<file path="config.mk">
export PLATFORM = sky130hd
export DESIGN_NAME = taylor_sine_cosine_unit
export DESIGN_NICKNAME = d
export VERILOG_FILES = /design/src/tsc_pkg.sv /design/src/tsc_datapath.sv /design/src/tsc_controller.sv /design/src/taylor_sine_cosine_unit.sv
export SDC_FILE = /design/constraint.sdc
export NUM_CORES = 2
export LEC_CHECK = 0
export ABC_AREA = 1
export BUFFER_PORTS_ARGS = -buffer_cell sky130_fd_sc_hd__buf_2
export CAP_MARGIN = 20
export CORE_MARGIN = 8
export CORE_UTILIZATION = 55
export CTS_BUF_LIST = sky130_fd_sc_hd__clkbuf_4 sky130_fd_sc_hd__clkbuf_8 sky130_fd_sc_hd__clkbuf_16
export DETAILED_ROUTE_END_ITERATION = 6
export HOLD_SLACK_MARGIN = 0.05
export PLACE_DENSITY = 0.77
export SLEW_MARGIN = 20
export SYNTH_ARGS = -nofsm -noshare
export SYNTH_HDL_FRONTEND = slang
export SYNTH_SLANG_ARGS = --single-unit
</file>
<file path="constraint.sdc">
create_clock -name clk -period 9.2 [get_ports clk]
set_clock_uncertainty 0.1 [all_clocks]
set_input_delay 1.84 -clock clk [delete_from_list [all_inputs] [get_ports clk]]
set_output_delay 1.84 -clock clk [all_outputs]
set_load 0.01 [all_outputs]
</file>
<file path="src/tsc_pkg.sv">
// Shared types, constants and series tables for the Taylor sine/cosine unit.
`default_nettype none

package tsc_pkg;

  localparam int ANGLE_W = 32;
  localparam int VAL_W   = 32;
  localparam int TOL_W   = 31;
  localparam int TERMS_W = 4;
  localparam int N_W     = 5;
  localparam int SHIFT_W = 3;
  localparam int RED_W   = 38;

  // reduction steps subtract 2*pi << 4 down to 2*pi << 0
  localparam logic [SHIFT_W-1:0] RED_TOP_SHIFT = 3'd4;

  localparam logic [RED_W-1:0] TWO_PI_Q30     = 38'd6746518852;
  localparam logic [RED_W-1:0] PI_Q30         = 38'd3373259426;
  localparam logic [RED_W-1:0] HALF_PI_Q30    = 38'd1686629713;
  localparam logic [RED_W-1:0] QUARTER_PI_Q30 = 38'd843314857;
  // 21 * 2*pi, lifts any negative Q30 angle into positive range
  localparam logic [RED_W-1:0] NEG_WRAP_Q30   = 38'd141676895892;
  localparam logic [30:0]      ONE_Q30        = 31'd1073741824;
  localparam logic [63:0]      HALF_LSB_Q30   = 64'd536870912;
  localparam logic [63:0]      TWO32          = 64'h1_0000_0000;
  localparam logic [TOL_W-1:0] TOL_RESET      = 31'd11;

  // datapath operations
  localparam logic [3:0] OP_NOP  = 4'd0;
  localparam logic [3:0] OP_LOAD = 4'd1;
  localparam logic [3:0] OP_RED  = 4'd2;
  localparam logic [3:0] OP_F1   = 4'd3;
  localparam logic [3:0] OP_F2   = 4'd4;
  localparam logic [3:0] OP_F3   = 4'd5;
  localparam logic [3:0] OP_SQ   = 4'd6;
  localparam logic [3:0] OP_INIT = 4'd7;
  localparam logic [3:0] OP_TMUL = 4'd8;
  localparam logic [3:0] OP_TY   = 4'd9;
  localparam logic [3:0] OP_TREC = 4'd10;
  localparam logic [3:0] OP_TCOR = 4'd11;
  localparam logic [3:0] OP_TFIX = 4'd12;
  localparam logic [3:0] OP_OUT  = 4'd13;

  // k = 2n(2n+1) for sine, 2n(2n-1) for cosine, n = 1..16
  localparam logic [10:0] SIN_K [16] = '{
    11'd6,   11'd20,  11'd42,  11'd72,  11'd110, 11'd156, 11'd210, 11'd272,
    11'd342, 11'd420, 11'd506, 11'd600, 11'd702, 11'd812, 11'd930, 11'd1056};
  localparam logic [10:0] COS_K [16] = '{
    11'd2,   11'd12,  11'd30,  11'd56,  11'd90,  11'd132, 11'd182, 11'd240,
    11'd306, 11'd380, 11'd462, 11'd552, 11'd650, 11'd756, 11'd870, 11'd992};

  // floor(2^32 / k)
  localparam logic [31:0] SIN_R [16] = '{
    32'(TWO32 / 64'd6),   32'(TWO32 / 64'd20),  32'(TWO32 / 64'd42),
    32'(TWO32 / 64'd72),  32'(TWO32 / 64'd110), 32'(TWO32 / 64'd156),
    32'(TWO32 / 64'd210), 32'(TWO32 / 64'd272), 32'(TWO32 / 64'd342),
    32'(TWO32 / 64'd420), 32'(TWO32 / 64'd506), 32'(TWO32 / 64'd600),
    32'(TWO32 / 64'd702), 32'(TWO32 / 64'd812), 32'(TWO32 / 64'd930),
    32'(TWO32 / 64'd1056)};
  localparam logic [31:0] COS_R [16] = '{
    32'(TWO32 / 64'd2),   32'(TWO32 / 64'd12),  32'(TWO32 / 64'd30),
    32'(TWO32 / 64'd56),  32'(TWO32 / 64'd90),  32'(TWO32 / 64'd132),
    32'(TWO32 / 64'd182), 32'(TWO32 / 64'd240), 32'(TWO32 / 64'd306),
    32'(TWO32 / 64'd380), 32'(TWO32 / 64'd462), 32'(TWO32 / 64'd552),
    32'(TWO32 / 64'd650), 32'(TWO32 / 64'd756), 32'(TWO32 / 64'd870),
    32'(TWO32 / 64'd992)};

  typedef struct packed {
    logic [3:0]         op;
    logic [SHIFT_W-1:0] shift;
    logic [N_W-1:0]     term_n;
    logic               capped;
  } cmd_t;

  typedef struct packed {
    logic below_tol;
  } status_t;

endpackage

`default_nettype wire

</file>
<file path="src/tsc_datapath.sv">
// Datapath: range reduction, octant fold, shared multiplier and series accumulator.
`default_nettype none

module tsc_datapath (
  input  logic                               clk,
  input  logic                               rst_n,
  input  logic                               in_action,
  input  logic signed [tsc_pkg::ANGLE_W-1:0] in_angle,
  input  logic                               cfg_we,
  input  logic        [tsc_pkg::TOL_W-1:0]   cfg_data,
  input  tsc_pkg::cmd_t                      cmd,
  output tsc_pkg::status_t                   status,
  output logic signed [tsc_pkg::VAL_W-1:0]   out_value,
  output logic        [tsc_pkg::TERMS_W-1:0] out_terms_used,
  output logic signed [tsc_pkg::VAL_W-1:0]   out_last_term,
  output logic                               out_capped
);
  import tsc_pkg::*;

  logic [TOL_W-1:0] tol_r;
  logic [RED_W-1:0] x_r, x_nxt;
  logic             cos_r, use_cos_r, sign_neg_r;
  logic [63:0]      prod_r;
  logic [29:0]      sq_r;
  logic [30:0]      m_r, y_r, q0_r;
  logic signed [32:0] sum_r;
  logic             neg_r;

  logic signed [VAL_W-1:0]   value_r, last_r;
  logic        [TERMS_W-1:0] terms_r;
  logic                      capped_r;

  logic [RED_W-1:0] a_ext, red_c;
  logic [3:0]       idx;
  logic [10:0]      k;
  logic [31:0]      recip;
  logic [31:0]      mul_a, mul_b;
  logic             mul_en;
  logic [30:0]      rem, m_calc;
  logic signed [32:0] val_s;
  logic signed [VAL_W-1:0] val_clamped, m_s;

  assign a_ext = {in_angle, 6'b0};
  assign red_c = TWO_PI_Q30 << cmd.shift;
  assign idx   = 4'(cmd.term_n - 5'd1);
  assign k     = use_cos_r ? COS_K[idx] : SIN_K[idx];
  assign recip = use_cos_r ? COS_R[idx] : SIN_R[idx];

  assign rem    = y_r - prod_r[30:0];
  assign m_calc = (rem >= 31'(k)) ? q0_r + 31'd1 : q0_r;
  assign status.below_tol = m_calc < tol_r;

  assign val_s = sign_neg_r ? -sum_r : sum_r;
  assign m_s   = signed'({1'b0, m_r});

  always_comb begin
    if (val_s > signed'({2'b0, ONE_Q30}))
      val_clamped = signed'({1'b0, ONE_Q30});
    else if (val_s < -signed'({2'b0, ONE_Q30}))
      val_clamped = -signed'({1'b0, ONE_Q30});
    else
      val_clamped = val_s[VAL_W-1:0];
  end

  always_comb begin
    mul_en = 1'b1;
    mul_a  = '0;
    mul_b  = '0;
    case (cmd.op)
      OP_SQ: begin
        mul_a = {2'b0, x_r[29:0]};
        mul_b = {2'b0, x_r[29:0]};
      end
      OP_TMUL: begin
        mul_a = {1'b0, m_r};
        mul_b = {2'b0, sq_r};
      end
      OP_TREC: begin
        mul_a = {1'b0, y_r};
        mul_b = recip;
      end
      OP_TCOR: begin
        mul_a = {1'b0, prod_r[62:32]};
        mul_b = {21'b0, k};
      end
      default: mul_en = 1'b0;
    endcase
  end

  always_comb begin
    x_nxt = x_r;
    case (cmd.op)
      OP_LOAD: x_nxt = a_ext[RED_W-1] ? a_ext + NEG_WRAP_Q30 : a_ext;
      OP_RED:  x_nxt = (x_r >= red_c) ? x_r - red_c : x_r;
      OP_F1:   x_nxt = (x_r > PI_Q30) ? x_r - PI_Q30 : x_r;
      OP_F2:   x_nxt = (x_r > HALF_PI_Q30) ? PI_Q30 - x_r : x_r;
      OP_F3:   x_nxt = (x_r > QUARTER_PI_Q30) ? HALF_PI_Q30 - x_r : x_r;
      default: x_nxt = x_r;
    endcase
  end

  always_ff @(posedge clk) begin
    if (!rst_n) begin
      tol_r <= TOL_RESET;
    end else if (cfg_we) begin
      tol_r <= cfg_data;
    end
  end

  always_ff @(posedge clk) begin
    x_r <= x_nxt;
    if (mul_en) begin
      prod_r <= mul_a * mul_b;
    end
    case (cmd.op)
      OP_LOAD: begin
        cos_r      <= in_action;
        sign_neg_r <= 1'b0;
      end
      OP_F1: begin
        if (x_r > PI_Q30) sign_neg_r <= ~sign_neg_r;
      end
      OP_F2: begin
        if (x_r > HALF_PI_Q30 && cos_r) sign_neg_r <= ~sign_neg_r;
      end
      OP_F3: begin
        use_cos_r <= (x_r > QUARTER_PI_Q30) ? ~cos_r : cos_r;
      end
      OP_INIT: begin
        sq_r  <= 30'((prod_r + HALF_LSB_Q30) >> 30);
        m_r   <= use_cos_r ? ONE_Q30 : {1'b0, x_r[29:0]};
        sum_r <= '0;
        neg_r <= 1'b0;
      end
      OP_TMUL: begin
        sum_r <= neg_r ? sum_r - signed'({2'b0, m_r}) : sum_r + signed'({2'b0, m_r});
        neg_r <= ~neg_r;
      end
      OP_TY: begin
        y_r <= 31'((prod_r + (64'(k) << 29)) >> 30);
      end
      OP_TCOR: begin
        q0_r <= prod_r[62:32];
      end
      OP_TFIX: begin
        m_r <= m_calc;
      end
      OP_OUT: begin
        value_r  <= val_clamped;
        last_r   <= neg_r ? -m_s : m_s;
        terms_r  <= cmd.term_n[TERMS_W-1:0];
        capped_r <= cmd.capped;
      end
      default: begin
      end
    endcase
  end

  assign out_value      = value_r;
  assign out_terms_used = terms_r;
  assign out_last_term  = last_r;
  assign out_capped     = capped_r;

endmodule

`default_nettype wire

</file>
<file path="src/tsc_controller.sv">
// Controller: sequences reduction, fold and the per-term series steps.
`default_nettype none

module tsc_controller #(
  parameter int MAX_TERMS = 12
) (
  input  logic             clk,
  input  logic             rst_n,
  input  logic             start,
  output logic             busy,
  input  tsc_pkg::status_t status,
  output tsc_pkg::cmd_t    cmd,
  output logic             out_valid
);
  import tsc_pkg::*;

  localparam logic [3:0] S_IDLE = 4'd0;
  localparam logic [3:0] S_RED  = 4'd1;
  localparam logic [3:0] S_F1   = 4'd2;
  localparam logic [3:0] S_F2   = 4'd3;
  localparam logic [3:0] S_F3   = 4'd4;
  localparam logic [3:0] S_SQ   = 4'd5;
  localparam logic [3:0] S_INIT = 4'd6;
  localparam logic [3:0] S_TMUL = 4'd7;
  localparam logic [3:0] S_TY   = 4'd8;
  localparam logic [3:0] S_TREC = 4'd9;
  localparam logic [3:0] S_TCOR = 4'd10;
  localparam logic [3:0] S_TFIX = 4'd11;
  localparam logic [3:0] S_OUT  = 4'd12;

  logic [3:0]         state_r, state_nxt;
  logic [SHIFT_W-1:0] shift_r, shift_nxt;
  logic [N_W-1:0]     n_r, n_nxt;
  logic               capped_r, capped_nxt;
  logic               out_valid_r, out_valid_nxt;
  logic [3:0]         op;

  always_comb begin
    state_nxt     = state_r;
    shift_nxt     = shift_r;
    n_nxt         = n_r;
    capped_nxt    = capped_r;
    out_valid_nxt = 1'b0;
    op            = OP_NOP;
    case (state_r)
      S_IDLE: begin
        if (start) begin
          op         = OP_LOAD;
          state_nxt  = S_RED;
          shift_nxt  = RED_TOP_SHIFT;
          n_nxt      = '0;
          capped_nxt = 1'b0;
        end
      end
      S_RED: begin
        op = OP_RED;
        if (shift_r == '0) state_nxt = S_F1;
        else shift_nxt = shift_r - 3'd1;
      end
      S_F1: begin
        op        = OP_F1;
        state_nxt = S_F2;
      end
      S_F2: begin
        op        = OP_F2;
        state_nxt = S_F3;
      end
      S_F3: begin
        op        = OP_F3;
        state_nxt = S_SQ;
      end
      S_SQ: begin
        op        = OP_SQ;
        state_nxt = S_INIT;
      end
      S_INIT: begin
        op        = OP_INIT;
        state_nxt = S_TMUL;
      end
      S_TMUL: begin
        op        = OP_TMUL;
        n_nxt     = n_r + 5'd1;
        state_nxt = S_TY;
      end
      S_TY: begin
        op        = OP_TY;
        state_nxt = S_TREC;
      end
      S_TREC: begin
        op        = OP_TREC;
        state_nxt = S_TCOR;
      end
      S_TCOR: begin
        op        = OP_TCOR;
        state_nxt = S_TFIX;
      end
      S_TFIX: begin
        op = OP_TFIX;
        if (status.below_tol) begin
          state_nxt = S_OUT;
        end else if (n_r >= N_W'(MAX_TERMS)) begin
          capped_nxt = 1'b1;
          state_nxt  = S_OUT;
        end else begin
          state_nxt = S_TMUL;
        end
      end
      S_OUT: begin
        op            = OP_OUT;
        out_valid_nxt = 1'b1;
        state_nxt     = S_IDLE;
      end
      default: state_nxt = S_IDLE;
    endcase
  end

  always_ff @(posedge clk) begin
    if (!rst_n) begin
      state_r     <= S_IDLE;
      shift_r     <= '0;
      n_r         <= '0;
      capped_r    <= 1'b0;
      out_valid_r <= 1'b0;
    end else begin
      state_r     <= state_nxt;
      shift_r     <= shift_nxt;
      n_r         <= n_nxt;
      capped_r    <= capped_nxt;
      out_valid_r <= out_valid_nxt;
    end
  end

  assign busy       = state_r != S_IDLE;
  assign out_valid  = out_valid_r;
  assign cmd.op     = op;
  assign cmd.shift  = shift_r;
  assign cmd.term_n = n_r;
  assign cmd.capped = capped_r;

  a_strobe_after_out: assert property (@(posedge clk) disable iff (!rst_n)
    out_valid_r |-> $past(state_r == S_OUT))
    else $error("result strobe without output step");

  a_term_count_range: assert property (@(posedge clk) disable iff (!rst_n)
    (state_r == S_TFIX) |-> (n_r >= 5'd1 && n_r <= N_W'(MAX_TERMS)))
    else $error("term count out of range");

  a_red_shift_range: assert property (@(posedge clk) disable iff (!rst_n)
    (state_r == S_RED) |-> (shift_r <= RED_TOP_SHIFT))
    else $error("reduction shift out of range");

  a_start_launches: assert property (@(posedge clk) disable iff (!rst_n)
    (state_r == S_IDLE && start) |=> (state_r == S_RED && n_r == '0))
    else $error("accepted item did not start reduction");

endmodule

`default_nettype wire

</file>
<file path="src/taylor_sine_cosine_unit.sv">
// Top level of the Taylor-series sine/cosine unit.
//
// Usage:
//   Input: drive in_action (0 sine, 1 cosine) and in_angle (signed Q8.24
//   radians) and raise start; the item is taken on a clock edge with start
//   high and busy low. busy stays high while the item is worked on.
//   Result: out_valid pulses for one cycle with out_value (Q2.30, clamped
//   to +/-1), out_terms_used, out_last_term and out_capped. The receiver
//   cannot stall; the result must be taken in that cycle.
//   Config: term_tolerance is written through cfg_valid/cfg_data;
//   cfg_ready is always high. Write only while idle.
// Sequence:
//   From the accept edge: range reduction steps, fold steps F1, F2 and
//   F3, squaring and series init, the steps TMUL, TY, TREC, TCOR and
//   TFIX for each series term and an output step, then the strobe cycle.
//   The one shared multiplier is used three times per term (product,
//   reciprocal, remainder check).
//   A new item may be taken in the strobe cycle.
// Reset: rst_n low, synchronous; the unit goes idle, tolerance = 11.
`default_nettype none

module taylor_sine_cosine_unit #(
  parameter int MAX_TERMS = 12
) (
  input  logic               clk,
  input  logic               rst_n,
  input  logic               start,
  output logic               busy,
  input  logic               in_action,
  input  logic signed [31:0] in_angle,
  input  logic               cfg_valid,
  output logic               cfg_ready,
  input  logic [30:0]        cfg_data,
  output logic               out_valid,
  output logic signed [31:0] out_value,
  output logic [3:0]         out_terms_used,
  output logic signed [31:0] out_last_term,
  output logic               out_capped
);
  import tsc_pkg::*;

  cmd_t    cmd;
  status_t status;

  assign cfg_ready = 1'b1;

  tsc_controller #(
    .MAX_TERMS(MAX_TERMS)
  ) u_ctrl (
    .clk       (clk),
    .rst_n     (rst_n),
    .start     (start),
    .busy      (busy),
    .status    (status),
    .cmd       (cmd),
    .out_valid (out_valid)
  );

  tsc_datapath u_dp (
    .clk            (clk),
    .rst_n          (rst_n),
    .in_action      (in_action),
    .in_angle       (in_angle),
    .cfg_we         (cfg_valid && cfg_ready),
    .cfg_data       (cfg_data),
    .cmd            (cmd),
    .status         (status),
    .out_value      (out_value),
    .out_terms_used (out_terms_used),
    .out_last_term  (out_last_term),
    .out_capped     (out_capped)
  );

endmodule

`default_nettype wire
</file>
==> impl_metrics.prom <==
# TYPE chip_impl_metric gauge
chip_impl_info{name="outcome",value="finished with violations"} 1
chip_impl_info{name="violations_in_the_final_reports",value="DRC"} 1
chip_impl_metric{name="gr-usage-all-layers",unit="%"} 38.5
chip_impl_info{name="critical_path.reg2reg.startpoint",value="u_ctrl.state_r[2]"} 1
chip_impl_metric{name="dp_cells",unit=""} 10200
chip_impl_metric{name="grt_antenna_before_repair",unit=""} 5
chip_impl_metric{name="clock_buffer_count_from_cts",unit=""} 40
chip_impl_metric{name="fin_cells",unit=""} 10300
chip_impl_metric{name="synth.net_count",unit=""} 9475
chip_impl_info{name="synth_top_flop_cell",value="sky130_fd_sc_hd__edfxtp_1"} 1
chip_impl_metric{name="drc_violation_count_after_routing",unit=""} 2
chip_impl_metric{name="p_per_area",unit="mW/mm^2"} 107
chip_impl_metric{name="syn_to_final_growth",unit="%"} 17.4
chip_impl_metric{name="synth.cell_area",unit="mm^2"} 0.0618
chip_impl_metric{name="route.detailed.vias_per_inst",unit=""} 5.74
chip_impl_metric{name="depth_of_the_worst_register_to_register_path",unit=""} 35
chip_impl_metric{name="critPathMaxFanout",unit=""} 15
chip_impl_info{name="layout_commonest_cell",value="sky130_fd_sc_hd__inv_1"} 1
chip_impl_metric{name="required_time_at_the_worst_slack_endpoint",unit="ns"} 9.44
chip_impl_metric{name="die_outline_area",unit="mm^2"} 0.123
chip_impl_info{name="clockRootBuffer",value="sky130_fd_sc_hd__clkbuf_16"} 1
chip_impl_metric{name="grt_overflow",unit=""} 0
chip_impl_metric{name="drt_iter0_markers",unit=""} 6365
chip_impl_metric{name="clock-sinks",unit=""} 375
chip_impl_metric{name="cpPeakStageDelay",unit="ns"} 0.56
chip_impl_metric{name="synth_area_per_cell",unit="um^2"} 7.61
chip_impl_info{name="crit_path_top_delay_cell",value="sky130_fd_sc_hd__fa_1"} 1
chip_impl_metric{name="vias",unit=""} 59100
chip_impl_metric{name="timing.final.crit_period",unit="ns"} 9.03
chip_impl_metric{name="start_util",unit="%"} 55.2
chip_impl_metric{name="max_freq",unit="MHz"} 111
chip_impl_metric{name="report.final.hold_viol_count",unit=""} 0
chip_impl_metric{name="ioPinCount",unit=""} 140
chip_impl_metric{name="post_synth_inst_count",unit=""} 8123
chip_impl_metric{name="vdd_ir_drop_max",unit="V"} 0.000123
chip_impl_metric{name="die_y",unit="um"} 351
chip_impl_metric{name="synth.ff_latch_count",unit=""} 375
chip_impl_metric{name="gp_congestion",unit=""} 1.04
chip_impl_info{name="worstReg2RegEnd",value="u_dp.prod_r[48]"} 1
chip_impl_metric{name="grt_first_pass_wirelength",unit="um"} 358000
chip_impl_metric{name="design_power_total",unit="mW"} 7.79
chip_impl_metric{name="synth_edf_count",unit=""} 330
chip_impl_metric{name="final-max-slew-violation-count",unit=""} 0
chip_impl_metric{name="wire_per_inst",unit="um"} 23.4
chip_impl_info{name="synth.largest_area_cell",value="sky130_fd_sc_hd__fa_1"} 1
chip_impl_metric{name="max_slew.worst_pin.slew",unit="ns"} 1.14
chip_impl_info{name="layout.cells.most_common_list",value="sky130_fd_sc_hd__inv_1 (1674), sky130_fd_sc_hd__nand2_1 (1594), sky130_fd_sc_hd__nor2_1 (914)"} 1
chip_impl_metric{name="core_area",unit="mm^2"} 0.112
chip_impl_metric{name="floorplan.rows",unit=""} 123
chip_impl_info{name="endpoint",value="u_dp.prod_r[48]"} 1
chip_impl_metric{name="routed_wirelength",unit="um"} 241000
chip_impl_metric{name="leakagePower",unit="nW"} 35.4
chip_impl_metric{name="htree_num_levels",unit=""} 2
chip_impl_info{name="min-delay-path-class",value="reg2reg"} 1
chip_impl_metric{name="drv_cap",unit=""} 0
chip_impl_metric{name="report.final.setup_viol",unit=""} 0
chip_impl_metric{name="synth_top_area_share",unit="%"} 27.2
chip_impl_metric{name="detail_route.first_pass.iterations",unit=""} 7
chip_impl_metric{name="fin_tns_setup",unit="ns"} 0
chip_impl_metric{name="largest_net_degree_at_the_start_of_global_routing",unit=""} 73
chip_impl_metric{name="post-route-cell-area",unit="mm^2"} 0.0726
chip_impl_metric{name="clock_latency",unit="ns"} 0.60
chip_impl_metric{name="port_buffers",unit=""} 138
chip_impl_metric{name="ctsLongestPathBuffers",unit=""} 3
chip_impl_metric{name="detailed_place.area",unit="mm^2"} 0.0690
chip_impl_metric{name="fin_nets",unit=""} 10100
chip_impl_metric{name="ant_nets",unit=""} 0
chip_impl_metric{name="synth.yosys.seq_area_share",unit="%"} 17.5
chip_impl_info{name="nature_of_the_critical_path_startpoint",value="flop"} 1
chip_impl_metric{name="yosys.cell_types.count",unit=""} 74
chip_impl_metric{name="r2r_setup_slack",unit="ns"} 0.17
chip_impl_info{name="worst_setup_path_end_kind",value="flop"} 1
chip_impl_info{name="rsz_0062_raised_after_global_routing",value="true"} 1
chip_impl_info{name="critPathLaunch",value="u_ctrl.state_r[2]"} 1
chip_impl_metric{name="critPathArrivalTime",unit="ns"} 9.27
chip_impl_info{name="ys_top_cells_by_area",value="sky130_fd_sc_hd__fa_1 (27%), sky130_fd_sc_hd__edfxtp_1 (16%), sky130_fd_sc_hd__inv_1 (10%)"} 1
chip_impl_metric{name="place_hpwl",unit="um"} 201000
chip_impl_metric{name="floorplan.die.width",unit="um"} 351
chip_impl_info{name="path_class",value="reg2reg"} 1
chip_impl_info{name="crit_path_frequent_cell",value="sky130_fd_sc_hd__fa_1"} 1
chip_impl_metric{name="drive_gt1_share",unit="%"} 15.4
chip_impl_metric{name="grt_pass1_vias",unit=""} 59500
chip_impl_metric{name="syn_warnings",unit=""} 0
chip_impl_info{name="cts_tree",value="done"} 1
chip_impl_metric{name="worst_slew_margin_rel",unit="%"} 23.4
chip_impl_metric{name="final.period_utilization",unit="%"} 98.1
chip_impl_metric{name="path_clk_slew",unit="ns"} 0.07
chip_impl_metric{name="asyncSetResetFlopFracSynth",unit="%"} 0
chip_impl_metric{name="cts_hold_repair_buffers",unit=""} 0
[what timing repair did]
item,CTS,global route
pin swaps,25,182
buffers inserted,10,42
gates resized for setup,100,346
gates cloned,1,3
setup endpoints to repair,36,33
endpoints found under the hold margin,0,0
[per-stage QoR]
step	hold WS (ns)	setup WS, ns	util (%)
global placement	0.342	-0.794	61.6
detailed placement	0.339	-0.782	61.6
CTS	0.356	-0.0107	63.3
floorplan	0.306	0.00570	-
global route	0.382	-0.151	64.8
finish	0.358	0.174	64.8
[area by class of cell]
class                   instances  area [um^2]
clock inverters                28          315
multi-input cells            5723        44900
fillers                      9841        39500
repair buffers                872         6940
diodes                          2         5.00
flip-flops and latches        375        10800
clock buffers                  45         1080
well taps                    1500         1880
inverters                    1760         6650
[worst min path at each step]
stage | startpoint | endpoint | depth (start not counted)
after detailed placement | u_dp.prod_r[61] | u_dp.q0_r[29] | 0
after CTS | u_dp.prod_r[61] | u_dp.q0_r[29] | 0
after global routing | u_dp.prod_r[61] | u_dp.q0_r[29] | 0
after floorplan | u_ctrl.n_r[2] | u_dp.out_terms_used[2] | 0
final | u_dp.prod_r[61] | u_dp.q0_r[29] | 0
after global placement | u_dp.prod_r[61] | u_dp.q0_r[29] | 0
[cells by family after synthesis]
group	Yosys count	synth area share, %
AO/OA/AOI/OAI	1078	9.76
buffers and inverters	2025	12.3
adder cells (fa/ha/maj)	1284	36.2
XOR/XNOR	261	3.70
flip-flops	375	17.5
other	1	0.00606
AND/OR/NAND/NOR	3099	20.6
[power by group]
part	switching (mW)	total [mW]	internal [mW]	leakage [nW]
Combinational	2.67	3.80	1.13	31.3
Clock	0.794	1.77	0.980	0.677
Sequential	0.161	2.22	2.06	3.41
[per-layer routing]
metal / routed length [um] / up-vias / track usage (%)
li1: - / 26500 / -
met1: 86800 / 28500 / 46.1
met2: 110000 / 3251 / 63.1
met3: 23100 / 881 / 7.72
met4: 20800 / 4 / 25.4
met5: 14 / - / 0
[Yosys cell counts (19+ instances only)]
library cell,n
sky130_fd_sc_hd__a21oi_1,403
sky130_fd_sc_hd__a31oi_1,39
sky130_fd_sc_hd__buf_1,23
sky130_fd_sc_hd__clkbuf_1,232
sky130_fd_sc_hd__clkinv_1,28
sky130_fd_sc_hd__dfxtp_1,45
sky130_fd_sc_hd__edfxtp_1,330
sky130_fd_sc_hd__fa_1,839
sky130_fd_sc_hd__ha_1,445
sky130_fd_sc_hd__inv_1,1720
sky130_fd_sc_hd__nand2_1,1633
sky130_fd_sc_hd__nand3_1,211
sky130_fd_sc_hd__nand4_1,70
sky130_fd_sc_hd__nor2_1,956
sky130_fd_sc_hd__nor3_1,86
sky130_fd_sc_hd__nor4_1,38
sky130_fd_sc_hd__o211ai_1,19
sky130_fd_sc_hd__o21a_1,33
sky130_fd_sc_hd__o21ai_0,419
sky130_fd_sc_hd__o21ai_1,21
sky130_fd_sc_hd__o22ai_1,25
sky130_fd_sc_hd__or2_2,28
sky130_fd_sc_hd__xnor2_1,65
sky130_fd_sc_hd__xor2_1,196
[state kept, by name (all words and copies together) (netlist names), 3 cells and up]
signal / count
u_ctrl.n_r: 5
u_ctrl.shift_r: 3
u_ctrl.state_r: 4
u_dp.m_r: 31
u_dp.out_last_term: 32
u_dp.out_terms_used: 4
u_dp.out_value: 32
u_dp.prod_r: 63
u_dp.q0_r: 31
u_dp.sq_r: 30
u_dp.sum_r: 33
u_dp.tol_r: 31
u_dp.x_r: 38
u_dp.y_r: 31
[worst max-delay path, delay by kind of cell (launching register included)]
| family | cells | cell delay [ns] |
|---|---|---|
| and+or+nand+nor | 9 | 0.96 |
| DFF | 1 | 0.39 |
| xor gates and xnor gates | 1 | 0.10 |
| AOI/OAI and AO/OA | 6 | 0.91 |
| buffers and inverters | 10 | 1.88 |
| adders and majority gates | 9 | 4.41 |
No activity file was read; power rests on OpenSTA's default activity.
